`src/rtl/core/ssca_pkg.sv`:
```
// ----------------------------------------------------------------------------
// ssca_pkg
// Shared types and constants of the span and size-class allocator.
// ----------------------------------------------------------------------------
`default_nettype none

package ssca_pkg;

	// Region geometry
	localparam int SPAN_CNT    = 64;
	localparam int CLASS_CNT   = 129;
	localparam int LINK_DEPTH  = 262144;

	localparam logic [6:0]  SPAN_NIL      = 7'd64;
	localparam logic [22:0] OBJ_NIL       = 23'h400000;
	localparam logic [6:0]  REGION_RESET  = 7'd64;
	localparam logic [5:0]  RESV_RESET    = 6'd1;

	// Span tag kinds
	localparam logic [2:0] KIND_SMALL      = 3'd1;
	localparam logic [2:0] KIND_LARGE_HEAD = 3'd2;
	localparam logic [2:0] KIND_LARGE_TAIL = 3'd3;
	localparam logic [2:0] KIND_FREE_HEAD  = 3'd4;
	localparam logic [2:0] KIND_FREE_TAIL  = 3'd5;

	// Result status codes
	localparam logic [1:0] ST_OK        = 2'd0;
	localparam logic [1:0] ST_NOSPACE   = 2'd1;
	localparam logic [1:0] ST_ALIGN     = 2'd2;
	localparam logic [1:0] ST_FREE_IGN  = 2'd3;

	// Configuration register indexes (paddr[2])
	localparam logic REG_REGION = 1'b0;
	localparam logic REG_RESV   = 1'b1;

	typedef enum logic [4:0] {
		S_IDLE, S_DECODE,
		S_SM_HRD, S_SM_HCHK, S_SM_POP, S_SM_CARVE,
		S_L_CHK, S_L_RD, S_L_SPLIT, S_L_MARK, S_L_BUMP,
		S_F_RD, S_F_TAG, S_F_DIV, S_F_DCHK, S_F_SPUSH,
		S_F_NX, S_F_NXT, S_F_NXADD, S_F_PV, S_F_PVT, S_F_PVADD, S_F_FREE,
		S_RMRD, S_RMWR, S_MK_T, S_MK_H, S_PU1, S_PU2, S_DONE
	} state_t;

	typedef enum logic [4:0] {
		OP_NONE, OP_DECODE,
		OP_SM_HRD, OP_SM_HCHK, OP_SM_POP, OP_SM_CARVE,
		OP_L_CHK, OP_L_RD, OP_L_SPLIT, OP_L_MARK, OP_L_BUMP,
		OP_F_RD, OP_F_TAG, OP_F_DIV, OP_F_DCHK, OP_F_SPUSH,
		OP_F_NX, OP_F_NXT, OP_F_NXADD, OP_F_PV, OP_F_PVT, OP_F_PVADD, OP_F_FREE,
		OP_RMRD, OP_RMWR, OP_MK_T, OP_MK_H, OP_PU1, OP_PU2, OP_DONE
	} dp_op_t;

	typedef struct packed {
		logic   load;
		dp_op_t op;
	} dp_cmd_t;

	typedef struct packed {
		logic is_free;
		logic align_bad;
		logic is_small;
		logic head_nil;
		logic bump1_fail;
		logic carve_more;
		logic walk_ok;
		logic fit;
		logic split;
		logic bump_fail;
		logic f_small_ok;
		logic f_lhead;
		logic div_last;
		logic obj_ok;
		logic nx_ok;
		logic nx_fh;
		logic s_nz;
		logic pv_ok;
		logic mk_free;
		logic out_room;
	} dp_stat_t;

	typedef struct packed {
		logic [6:0] region;
		logic [5:0] resv;
		logic       resv_wr;
	} cfg_t;

endpackage

`default_nettype wire

```
`src/rtl/core/ssca_regs.sv`:
```
// ----------------------------------------------------------------------------
// ssca_regs
// Configuration registers behind the APB-style port.
// ----------------------------------------------------------------------------
`default_nettype none

module ssca_regs (
	input  wire logic         clk,
	input  wire logic         arst_n,
	input  wire logic         psel,
	input  wire logic         penable,
	input  wire logic         pwrite,
	input  wire logic [2:0]   paddr,
	input  wire logic [31:0]  pwdata,
	output logic [31:0]       prdata,
	output logic              pready,
	output ssca_pkg::cfg_t    cfg
);
	import ssca_pkg::*;

	logic [6:0] region_q;
	logic [5:0] resv_q;
	logic       wr;

	assign pready = 1'b1;
	assign wr     = psel && penable && pwrite;

	always_ff @(posedge clk or negedge arst_n) begin
		if (!arst_n) begin
			region_q <= REGION_RESET;
			resv_q   <= RESV_RESET;
		end else if (wr) begin
			if (paddr[2] == REG_REGION) region_q <= pwdata[6:0];
			else resv_q <= pwdata[5:0];
		end
	end

	always_comb begin
		if (paddr[2] == REG_REGION) prdata = {25'd0, region_q};
		else prdata = {26'd0, resv_q};
	end

	// Writing the reserved count also reloads the bump pointer.
	assign cfg.region  = region_q;
	assign cfg.resv    = pwdata[5:0];
	assign cfg.resv_wr = wr && (paddr[2] == REG_RESV);

endmodule

`default_nettype wire

```
`config.mk`:
```
export PLATFORM = sky130hd
export DESIGN_NAME = ssca_regs
export DESIGN_NICKNAME = d
export VERILOG_FILES = /design/src/rtl/core/ssca_pkg.sv /design/src/rtl/core/ssca_regs.sv
export SDC_FILE = /design/constraint.sdc
export NUM_CORES = 1
export LEC_CHECK = 0
export ABC_AREA = 1
export BUFFER_PORTS_ARGS = -buffer_cell sky130_fd_sc_hd__buf_2
export CORE_UTILIZATION = 35
export CTS_BUF_LIST = sky130_fd_sc_hd__clkbuf_16
export CTS_CLUSTER_SIZE = 16
export DETAILED_ROUTE_END_ITERATION = 6
export GPL_TIMING_DRIVEN = 0
export MAX_ROUTING_LAYER = met4
export PLACE_DENSITY_LB_ADDON = 0.1
export REMOVE_ABC_BUFFERS = 1
export SYNTH_ARGS = -nofsm -noshare
export SYNTH_HDL_FRONTEND = slang
export SYNTH_SLANG_ARGS = --single-unit
```
`constraint.sdc`:
```
create_clock -name clk -period 1.2 [get_ports clk]
set_clock_uncertainty 0.15 [all_clocks]
set_input_delay 0.18 -clock clk [delete_from_list [all_inputs] [get_ports clk]]
set_output_delay 0.18 -clock clk [all_outputs]
set_load 0.05 [all_outputs]
```
==> metrics.cfg <==
[final_layout]
diodes=0
final_common_cell=nand2_1
drive_gt1_share_pct=33.55
register_area_um2=327.8
fillers=242
area_growth_pct=31.26
final_net_count=193
multi_input_area_um2=356.6
layout_common_cells=nand2_1 (45), conb_1 (26), buf_2 (18)
fin_cells=180

[synth]
ys_seq_area_share_pct=37.92
synthesis.area_um2=864.6
syn_avg_cell_area_um2=7.453
synth_warnings=0
ys_seq_elements=13
post_synth_inst_count=116
ys_types=11

[outcome]
status=complete, but fails checks
violations=negative setup slack

[timing]
hold_viol_final=0
slew_violations=0
finalCritPeriodShare_pct=114.4
final-setup-viol-count=8
slew_headroom_pct=65.66
holdWs_ns=0.008742
worstMarginPinSlew_ns=0.5145
finalWorstSetupSlack_ns=-0.1733
rsz0062_at_grt=yes
fmax_ghz=0.7282
fin_crit_ns=1.373

[pwr]
p_switching_w=0.0009089
power_frac_clock_pct=28.6
power.internal_w=0.001224
p_total_w=0.002133
p_per_area_mw_per_mm2=1879
max-vdd-ir-drop_v=0.0008593
p_seq_share_pct=27.4
pwr-share-comb_pct=44.1
switching_share_pct=42.61
p_leak_nw=0.6756

[route]
num_vias=750
met1Wirelength_um=754
routed_via_density=4.167
first_iter_violations=5
dr_wl_met2_um=837
wl_per_cell_um=9.667
dr.max_layer_used=met4
ant_nets=0
met3_length_um=139
post-route-drc-count=0
first_pass_iters=4
drt-total-wl_um=1740

[clock_network]
clock-root-buffer=clkbuf_16
htreeDepth=1
clockBufferDepth=2
clk_latency_ns=0.24
clock_sink_count=13
clk_pin_slew_worst_paths_ns=0.04
cts_buffers=3
cts_tree=yes

[die]
placeableCoreArea_mm2=0.002276
dieArea_mm2=0.002673
die_y_um=51.70
fp-row-count=17
initial_core_util_pct=37.99
die_w_um=51.70
io-pin-count=87

[worst_setup_path]
crit_fanout=2
cp.buffers_inverters=2
cp-end-kind=output pin
max_stage_delay_ns=0.53
cp.arrival_ns=1.04
worstPathRequired_ns=0.87
worstPathCellList=inv_2 -> nor2_2 -> buf_6
crit_family=flip-flops
slowest_stage=dfstp_2
cp-start-kind=flip-flop
crit_type=reg2out

[placed_design]
dp.cells=166
gp_congestion=0.6987
place_hpwl_um=1127
io_buffers=33

[global_route]
grt_start_max_net_pins=16
antenna_found_initial=0
grt_pass1_wl_um=2766
grt.total_usage_pct=14.77
grt-ovfl-total=0
grt_pass1_vias=624

[run]
drv_cap=0

[worst_hold_path]
hp-class=in2reg

[flip-flops by register name, indices dropped and copies added (netlist names)]
| signal | cells |
|---|---|
| region_q | 7 |
| resv_q | 6 |
[tightest hold or removal path, stage by stage]
cell	delay, ns
buf_2	0.10
nand3_1	0.07
nand2_1	0.05
[final timing paths]
path,start,to,slack (ns),cells after the start
setup / recovery,region_q[6],prdata[6],-0.17,3
hold / removal,pwdata[6],region_q[6],0.009,3
setup reg to reg,region_q[6],region_q[6],0.25,3
hold reg to reg,resv_q[4],resv_q[4],0.32,2
max in group asynchronous,arst_n,resv_q[0],0.40,2
min in group asynchronous,arst_n,region_q[3],0.21,2
[power groups by stage]
| stage | Combinational (W) | Clock, W | Sequential, W |
|---|---|---|---|
| final | 0.000940 | 0.000609 | 0.000584 |
| after global routing | 0.000997 | 0.000658 | 0.000593 |
| after CTS | 0.000934 | 0.000633 | 0.000584 |
| after detailed placement | 0.000793 | 0 | 0.000589 |
| after global placement | 0.000791 | 0 | 0.000587 |
| after floorplan | 0.000443 | 0 | 0.000741 |
[layer usage]
metal  GRT usage (%)  up-vias
met5               -        -
met4           8.108        0
met3           2.924        2
met2           22.29       43
met1           18.51      330
li1                -      375
[synth_stat cells]
master / count / area, um2
nand3_1: 13 / 65.06
nand2_1: 45 / 168.9
dfrtp_1: 11 / 275.3
nor2_1: 1 / 3.750
conb_1: 2 / 7.510
dfstp_2: 2 / 52.55
buf_4: 33 / 247.7
nand4_1: 2 / 12.51
nor2_2: 1 / 6.260
buf_2: 2 / 10.01
inv_1: 4 / 15.01
[stage by stage]
step / cell area, um2 / setup TNS (ns) / utilization (%) / setup WS (ns)
6_report: 1135 / -0.5985 / 49.86 / -0.1733
5_1_grt: 1135 / -0.9778 / 49.86 / -0.2194
4_1_cts: 1122 / -0.6766 / 49.31 / -0.2038
3_5_place_dp: 897.1 / -6.025 / 39.42 / -0.5086
3_3_place_gp: 897.1 / -5.909 / 39.42 / -0.5199
2_1_floorplan: 696.9 / -1.722 / - / -0.5267
[layout make-up]
cell class	count	area share (%)
Clock inverter	1	0.3308
Timing Repair Buffer	43	28.00
Sequential cell	13	28.89
Multi-Input combinational cell	88	31.42
Clock buffer	3	6.615
Tap cell	28	3.087
Inverter	4	1.654
[what timing repair did]
| action | CTS | global route |
|---|---|---|
| pin swaps | 8 | 1 |
| hold buffers | 1 | 0 |
| gates resized for setup | 26 | 3 |
| buffers inserted | 8 | 1 |
| setup endpoints to repair | 20 | 13 |
| endpoints found under the hold margin | 13 | 0 |
[kinds of logic after synthesis]
logic type,after synthesis,share of synthesized area [%]
buf+inv,39,31.55
simple gates,62,29.67
flops,13,37.92
other cells,2,0.8686
Note: power is estimated with default switching activity, not from simulation.
