--- src/rtl/core/ssca_pkg.sv ---
// ----------------------------------------------------------------------------
// ssca_pkg
// Shared types and constants of the span and size-class allocator.
// ----------------------------------------------------------------------------
`default_nettype none

package ssca_pkg;

	// Region geometry
	localparam int SPAN_CNT    = 64;
	localparam int CLASS_CNT   = 129;
	localparam int LINK_DEPTH  = 262144;

	localparam logic [6:0]  SPAN_NIL      = 7'd64;
	localparam logic [22:0] OBJ_NIL       = 23'h400000;
	localparam logic [6:0]  REGION_RESET  = 7'd64;
	localparam logic [5:0]  RESV_RESET    = 6'd1;

	// Span tag kinds
	localparam logic [2:0] KIND_SMALL      = 3'd1;
	localparam logic [2:0] KIND_LARGE_HEAD = 3'd2;
	localparam logic [2:0] KIND_LARGE_TAIL = 3'd3;
	localparam logic [2:0] KIND_FREE_HEAD  = 3'd4;
	localparam logic [2:0] KIND_FREE_TAIL  = 3'd5;

	// Result status codes
	localparam logic [1:0] ST_OK        = 2'd0;
	localparam logic [1:0] ST_NOSPACE   = 2'd1;
	localparam logic [1:0] ST_ALIGN     = 2'd2;
	localparam logic [1:0] ST_FREE_IGN  = 2'd3;

	// Configuration register indexes (paddr[2])
	localparam logic REG_REGION = 1'b0;
	localparam logic REG_RESV   = 1'b1;

	typedef enum logic [4:0] {
		S_IDLE, S_DECODE,
		S_SM_HRD, S_SM_HCHK, S_SM_POP, S_SM_CARVE,
		S_L_CHK, S_L_RD, S_L_SPLIT, S_L_MARK, S_L_BUMP,
		S_F_RD, S_F_TAG, S_F_DIV, S_F_DCHK, S_F_SPUSH,
		S_F_NX, S_F_NXT, S_F_NXADD, S_F_PV, S_F_PVT, S_F_PVADD, S_F_FREE,
		S_RMRD, S_RMWR, S_MK_T, S_MK_H, S_PU1, S_PU2, S_DONE
	} state_t;

	typedef enum logic [4:0] {
		OP_NONE, OP_DECODE,
		OP_SM_HRD, OP_SM_HCHK, OP_SM_POP, OP_SM_CARVE,
		OP_L_CHK, OP_L_RD, OP_L_SPLIT, OP_L_MARK, OP_L_BUMP,
		OP_F_RD, OP_F_TAG, OP_F_DIV, OP_F_DCHK, OP_F_SPUSH,
		OP_F_NX, OP_F_NXT, OP_F_NXADD, OP_F_PV, OP_F_PVT, OP_F_PVADD, OP_F_FREE,
		OP_RMRD, OP_RMWR, OP_MK_T, OP_MK_H, OP_PU1, OP_PU2, OP_DONE
	} dp_op_t;

	typedef struct packed {
		logic   load;
		dp_op_t op;
	} dp_cmd_t;

	typedef struct packed {
		logic is_free;
		logic align_bad;
		logic is_small;
		logic head_nil;
		logic bump1_fail;
		logic carve_more;
		logic walk_ok;
		logic fit;
		logic split;
		logic bump_fail;
		logic f_small_ok;
		logic f_lhead;
		logic div_last;
		logic obj_ok;
		logic nx_ok;
		logic nx_fh;
		logic s_nz;
		logic pv_ok;
		logic mk_free;
		logic out_room;
	} dp_stat_t;

	typedef struct packed {
		logic [6:0] region;
		logic [5:0] resv;
		logic       resv_wr;
	} cfg_t;

endpackage

`default_nettype wire

--- src/rtl/core/ssca_ctrl.sv ---
// ----------------------------------------------------------------------------
// ssca_ctrl
// Sequencer for the allocator: walks each request through its datapath steps.
// ----------------------------------------------------------------------------
`default_nettype none

module ssca_ctrl (
	input  wire logic                clk,
	input  wire logic                arst_n,
	input  wire logic                in_valid,
	output logic                     in_stall,
	input  wire ssca_pkg::dp_stat_t  st,
	output ssca_pkg::dp_cmd_t        cmd
);
	import ssca_pkg::*;

	state_t state_q, state_d, ret_q, ret_d;

	always_ff @(posedge clk or negedge arst_n) begin
		if (!arst_n) begin
			state_q <= S_IDLE;
			ret_q   <= S_DONE;
		end else begin
			state_q <= state_d;
			ret_q   <= ret_d;
		end
	end

	// Next state; the shared list and tag sub-sequences return through ret_q.
	always_comb begin
		state_d = state_q;
		ret_d   = ret_q;
		unique case (state_q)
			S_IDLE:      if (in_valid) state_d = S_DECODE;
			S_DECODE: begin
				if (st.is_free) state_d = S_F_RD;
				else if (st.align_bad) state_d = S_DONE;
				else if (st.is_small) state_d = S_SM_HRD;
				else state_d = S_L_CHK;
			end
			S_SM_HRD:    state_d = S_SM_HCHK;
			S_SM_HCHK: begin
				if (!st.head_nil) state_d = S_SM_POP;
				else if (st.bump1_fail) state_d = S_DONE;
				else state_d = S_SM_CARVE;
			end
			S_SM_POP:    state_d = S_DONE;
			S_SM_CARVE:  if (!st.carve_more) state_d = S_DONE;
			S_L_CHK:     state_d = st.walk_ok ? S_L_RD : S_L_BUMP;
			S_L_RD: begin
				if (st.fit) begin
					state_d = S_RMRD;
					ret_d   = S_L_SPLIT;
				end else state_d = S_L_CHK;
			end
			S_L_SPLIT: begin
				if (st.split) begin
					state_d = S_MK_T;
					ret_d   = S_L_MARK;
				end else state_d = S_L_MARK;
			end
			S_L_MARK: begin
				state_d = S_MK_T;
				ret_d   = S_DONE;
			end
			S_L_BUMP:    state_d = st.bump_fail ? S_DONE : S_L_MARK;
			S_F_RD:      state_d = S_F_TAG;
			S_F_TAG: begin
				if (st.f_small_ok) state_d = S_F_DIV;
				else if (st.f_lhead) state_d = S_F_NX;
				else state_d = S_DONE;
			end
			S_F_DIV:     if (st.div_last) state_d = S_F_DCHK;
			S_F_DCHK:    state_d = st.obj_ok ? S_F_SPUSH : S_DONE;
			S_F_SPUSH:   state_d = S_DONE;
			S_F_NX:      state_d = st.nx_ok ? S_F_NXT : S_F_PV;
			S_F_NXT: begin
				if (st.nx_fh) begin
					state_d = S_RMRD;
					ret_d   = S_F_NXADD;
				end else state_d = S_F_PV;
			end
			S_F_NXADD:   state_d = S_F_PV;
			S_F_PV:      state_d = st.s_nz ? S_F_PVT : S_F_FREE;
			S_F_PVT: begin
				if (st.pv_ok) begin
					state_d = S_RMRD;
					ret_d   = S_F_PVADD;
				end else state_d = S_F_FREE;
			end
			S_F_PVADD:   state_d = S_F_FREE;
			S_F_FREE: begin
				state_d = S_MK_T;
				ret_d   = S_DONE;
			end
			S_RMRD:      state_d = S_RMWR;
			S_RMWR:      state_d = ret_q;
			S_MK_T:      state_d = S_MK_H;
			S_MK_H:      state_d = st.mk_free ? S_PU1 : ret_q;
			S_PU1:       state_d = S_PU2;
			S_PU2:       state_d = ret_q;
			S_DONE:      if (st.out_room) state_d = S_IDLE;
			default:     state_d = S_IDLE;
		endcase
	end

	// Outputs
	always_comb begin
		in_stall = (state_q != S_IDLE);
		cmd.load = (state_q == S_IDLE) && in_valid;
		unique case (state_q)
			S_IDLE:     cmd.op = OP_NONE;
			S_DECODE:   cmd.op = OP_DECODE;
			S_SM_HRD:   cmd.op = OP_SM_HRD;
			S_SM_HCHK:  cmd.op = OP_SM_HCHK;
			S_SM_POP:   cmd.op = OP_SM_POP;
			S_SM_CARVE: cmd.op = OP_SM_CARVE;
			S_L_CHK:    cmd.op = OP_L_CHK;
			S_L_RD:     cmd.op = OP_L_RD;
			S_L_SPLIT:  cmd.op = OP_L_SPLIT;
			S_L_MARK:   cmd.op = OP_L_MARK;
			S_L_BUMP:   cmd.op = OP_L_BUMP;
			S_F_RD:     cmd.op = OP_F_RD;
			S_F_TAG:    cmd.op = OP_F_TAG;
			S_F_DIV:    cmd.op = OP_F_DIV;
			S_F_DCHK:   cmd.op = OP_F_DCHK;
			S_F_SPUSH:  cmd.op = OP_F_SPUSH;
			S_F_NX:     cmd.op = OP_F_NX;
			S_F_NXT:    cmd.op = OP_F_NXT;
			S_F_NXADD:  cmd.op = OP_F_NXADD;
			S_F_PV:     cmd.op = OP_F_PV;
			S_F_PVT:    cmd.op = OP_F_PVT;
			S_F_PVADD:  cmd.op = OP_F_PVADD;
			S_F_FREE:   cmd.op = OP_F_FREE;
			S_RMRD:     cmd.op = OP_RMRD;
			S_RMWR:     cmd.op = OP_RMWR;
			S_MK_T:     cmd.op = OP_MK_T;
			S_MK_H:     cmd.op = OP_MK_H;
			S_PU1:      cmd.op = OP_PU1;
			S_PU2:      cmd.op = OP_PU2;
			S_DONE:     cmd.op = OP_DONE;
			default:    cmd.op = OP_NONE;
		endcase
	end

endmodule

`default_nettype wire

--- config.mk ---
export PLATFORM = sky130hd
export DESIGN_NAME = ssca_ctrl
export DESIGN_NICKNAME = d
export VERILOG_FILES = /design/src/rtl/core/ssca_pkg.sv /design/src/rtl/core/ssca_ctrl.sv
export SDC_FILE = /design/constraint.sdc
export NUM_CORES = 1
export LEC_CHECK = 0
export BUFFER_PORTS_ARGS = -buffer_cell sky130_fd_sc_hd__buf_2
export CAP_MARGIN = 20
export CELL_PAD_IN_SITES_DETAIL_PLACEMENT = 1
export CELL_PAD_IN_SITES_GLOBAL_PLACEMENT = 2
export CORE_AREA = 5 5 69 71
export DETAILED_ROUTE_END_ITERATION = 8
export DIE_AREA = 0 0 74 76
export PLACE_DENSITY_LB_ADDON = 0.25
export SYNTH_ARGS = -nofsm -noshare
export SYNTH_HDL_FRONTEND = slang
export SYNTH_SLANG_ARGS = --single-unit
export TNS_END_PERCENT = 100
--- constraint.sdc ---
create_clock -name clk -period 2.7 [get_ports clk]
set_input_delay 0.54 -clock clk [delete_from_list [all_inputs] [get_ports clk]]
set_output_delay 0.54 -clock clk [all_outputs]
set_load 0.01 [all_outputs]
==> impl_metrics.json <==
{
  "status": "finished, final reports clean",
  "worst_setup_path_start_kind": "flip-flop",
  "maxCapViolCount": 0,
  "tightest_slew_ps": 661,
  "drc": 0,
  "ys_warn_count": 0,
  "area_growth_pct": 20.1,
  "cp_data_arrival_time_ps": 1770,
  "die_area_um2": 5620,
  "endpoint_kind": "output pin",
  "io_buffers": 29,
  "fin_util_pct": 35.2,
  "antenna_found_initial": 0,
  "p_int_mw": 0.914,
  "layout_common_cells": "buf_2 (29), nand2_1 (14), nor2_1 (13)",
  "dpl-instance-area_um2": 1430,
  "fin_skew_ps": 7.29,
  "dpl.hpwl_um": 3810,
  "gr-usage-met1_pct": 27.2,
  "wirelength_um": 4910,
  "die_width_um": 74,
  "p_clk_share_pct": 8.6,
  "cts_sinks": 10,
  "synth_cells": 169,
  "core_um2": 4170,
  "first_pass_iters": 5,
  "switching_power_mw": 1.04,
  "postRouteAntennaNets": 0,
  "clock_latency_ps": 250,
  "via_count": 1444,
  "max_clock_freq_ghz": 0.432,
  "numCtsBuffers": 3,
  "cp_data_required_time_ps": 2160,
  "netlist_area_um2": 1220,
  "cts_tree": "yes",
  "slew_headroom_pct": 55.9,
  "seqPwrFrac_pct": 22.2,
  "mostFrequentLayoutCell": "buf_2",
  "synth_ff_type": "dfrtp_1",
  "final_area_um2": 1470,
  "combPwrFrac_pct": 69.2,
  "cts_max_level": 1,
  "synth_seq_area_share_pct": 20.9,
  "grt_setup_unrepaired": "no",
  "drive_gt1_share_pct": 25.9,
  "slew_violations": 0,
  "cts_resized": 0,
  "crit_type": "reg -> out",
  "syn_nets": 192,
  "finalSetupViolCount": 0,
  "grt_max_degree": 20,
  "post_cts_buffers": 0,
  "finalSetupTns_ps": 0,
  "cts_buffer_depth": 2,
  "swShare_pct": 53.3,
  "grt-ovfl-total": 0,
  "die_h_um": 76,
  "globalplace.congestion": 0.920,
  "io_pins": 30,
  "top_usage_layer": "met1",
  "start_util_pct": 29.3,
  "rows": 24,
  "grt_pass1_vias": 1459,
  "clk_pin_slew_ps": 50,
  "grt.total_usage_pct": 18.0,
  "cts-root-buf": "clkbuf_8",
  "synth_edf_count": 0,
  "insertedDiodeCount": 0,
  "wl_per_cell_um": 19.7,
  "synth_seq_cells": 10,
  "postCtsHoldBufs": 0,
  "use_met3_pct": 2.24,
  "drt_iter0_drc": 132,
  "finalHoldViolCount": 0,
  "p_per_area_nw_per_um2": 1330,
  "finalCritPeriodShare_pct": 85.7,
  "ys_types": 52,
  "grt_first_pass_wirelength_um": 8070,
  "min_period_ps": 2310,
  "via_per_inst": 5.80,
  "ir_drop_mv": 0.528,
  "min_path_type": "in -> async",
  "worstPathMaxFanout": 14,
  "p_leak_nw": 0.599,
  "gr-usage-met2_pct": 26.9,
  "nNetsFinal": 221,
  "synthArstFlopShare_pct": 100,
  "avgSynthCellArea_um2": 7.24
}
-- worst max-delay path, stage by stage, from the launching register on --
cell	delay [ps]
dfrtp_1	600
buf_4	290
buf_4	200
nand2_1	120
o21a_1	200
buf_2	130
-- state kept, by name, indices dropped and copies added, names as in the netlist --
| signal | count |
|---|---|
| ret_q | 5 |
| state_q | 5 |
-- layer usage --
metal	wire length, um	part of all wire [%]	vias to the layer above
li1	-	-	696
met1	2360	48	707
met2	2270	46	35
met3	223	4.5	6
met4	59	1.2	0
met5	0	0	-
-- per-stage QoR --
step / cells / power, mW / setup slack (ps) / hold slack (ps)
2_1_floorplan: 169 / 1.35 / 852 / 244
3_3_place_gp: 245 / 1.78 / 513 / 422
3_5_place_dp: 245 / 1.78 / 470 / 421
4_1_cts: 249 / 1.96 / 396 / 159
5_1_grt: 249 / 2.11 / 267 / 177
6_report: 249 / 1.96 / 386 / 160
-- cell usage after synthesis (all sizes together) (2+ instances only) --
cell type	count	area, um2
o31ai	2	15.0
inv	7	26.3
nor4	2	12.5
o211ai	3	27.5
o31a	3	26.3
or3	3	18.8
mux2i	2	20.0
buf	14	80.1
nand4b	2	17.5
a32oi	2	17.5
and3	3	18.8
a221oi	2	17.5
nand3	6	30.0
nor2b	10	62.6
a211oi	2	20.0
nor3	8	40.0
a22oi	2	15.0
dfstp	4	105
nand3b	2	15.0
a22o	2	17.5
o21ai	11	55.1
nand2b	5	31.3
dfrtp	6	150
a31oi	4	25.0
o311ai	2	17.5
nor2	13	48.8
a311oi	2	23.8
nand4	4	25.0
a21oi	11	55.1
nand2	14	52.6
-- power by group through the flow --
stage | Sequential, mW | Clock (mW) | Combinational (mW)
global route | 0.452 | 0.180 | 1.48
detailed placement | 0.430 | 0 | 1.35
finish | 0.434 | 0.169 | 1.35
floorplan | 0.305 | 0 | 1.05
CTS | 0.429 | 0.171 | 1.35
global placement | 0.430 | 0 | 1.35
-- final cells by class --
type                    instances  area, um2
fillers                       536       2700
multi-input cells             137        858
flip-flops and latches         10        255
repair buffers                 39        220
well taps                      52       65.1
clock buffers                   4       45.0
inverters                       7       26.3
-- cells by family after synthesis --
logic type,after synthesis,share of synthesized area (%)
compound gates,57,33.9
xor+xnor,1,0.716
buf+inv,22,9.00
flops,10,20.9
mux,2,1.64
simple gates,77,33.8
-- worst paths after layout --
check	from	to	slack (ps)	cells after the start
min reg2reg	ret_q[3]	ret_q[3]	480	2
min	arst_n	ret_q[1]	160	1
max in group asynchronous	arst_n	ret_q[2]	2260	1
min in group clk	ret_q[3]	ret_q[3]	480	2
max	state_q[2]	cmd[0]	390	5
max reg2reg	state_q[0]	state_q[3]	450	5
(Power assumes the default switching activity.)
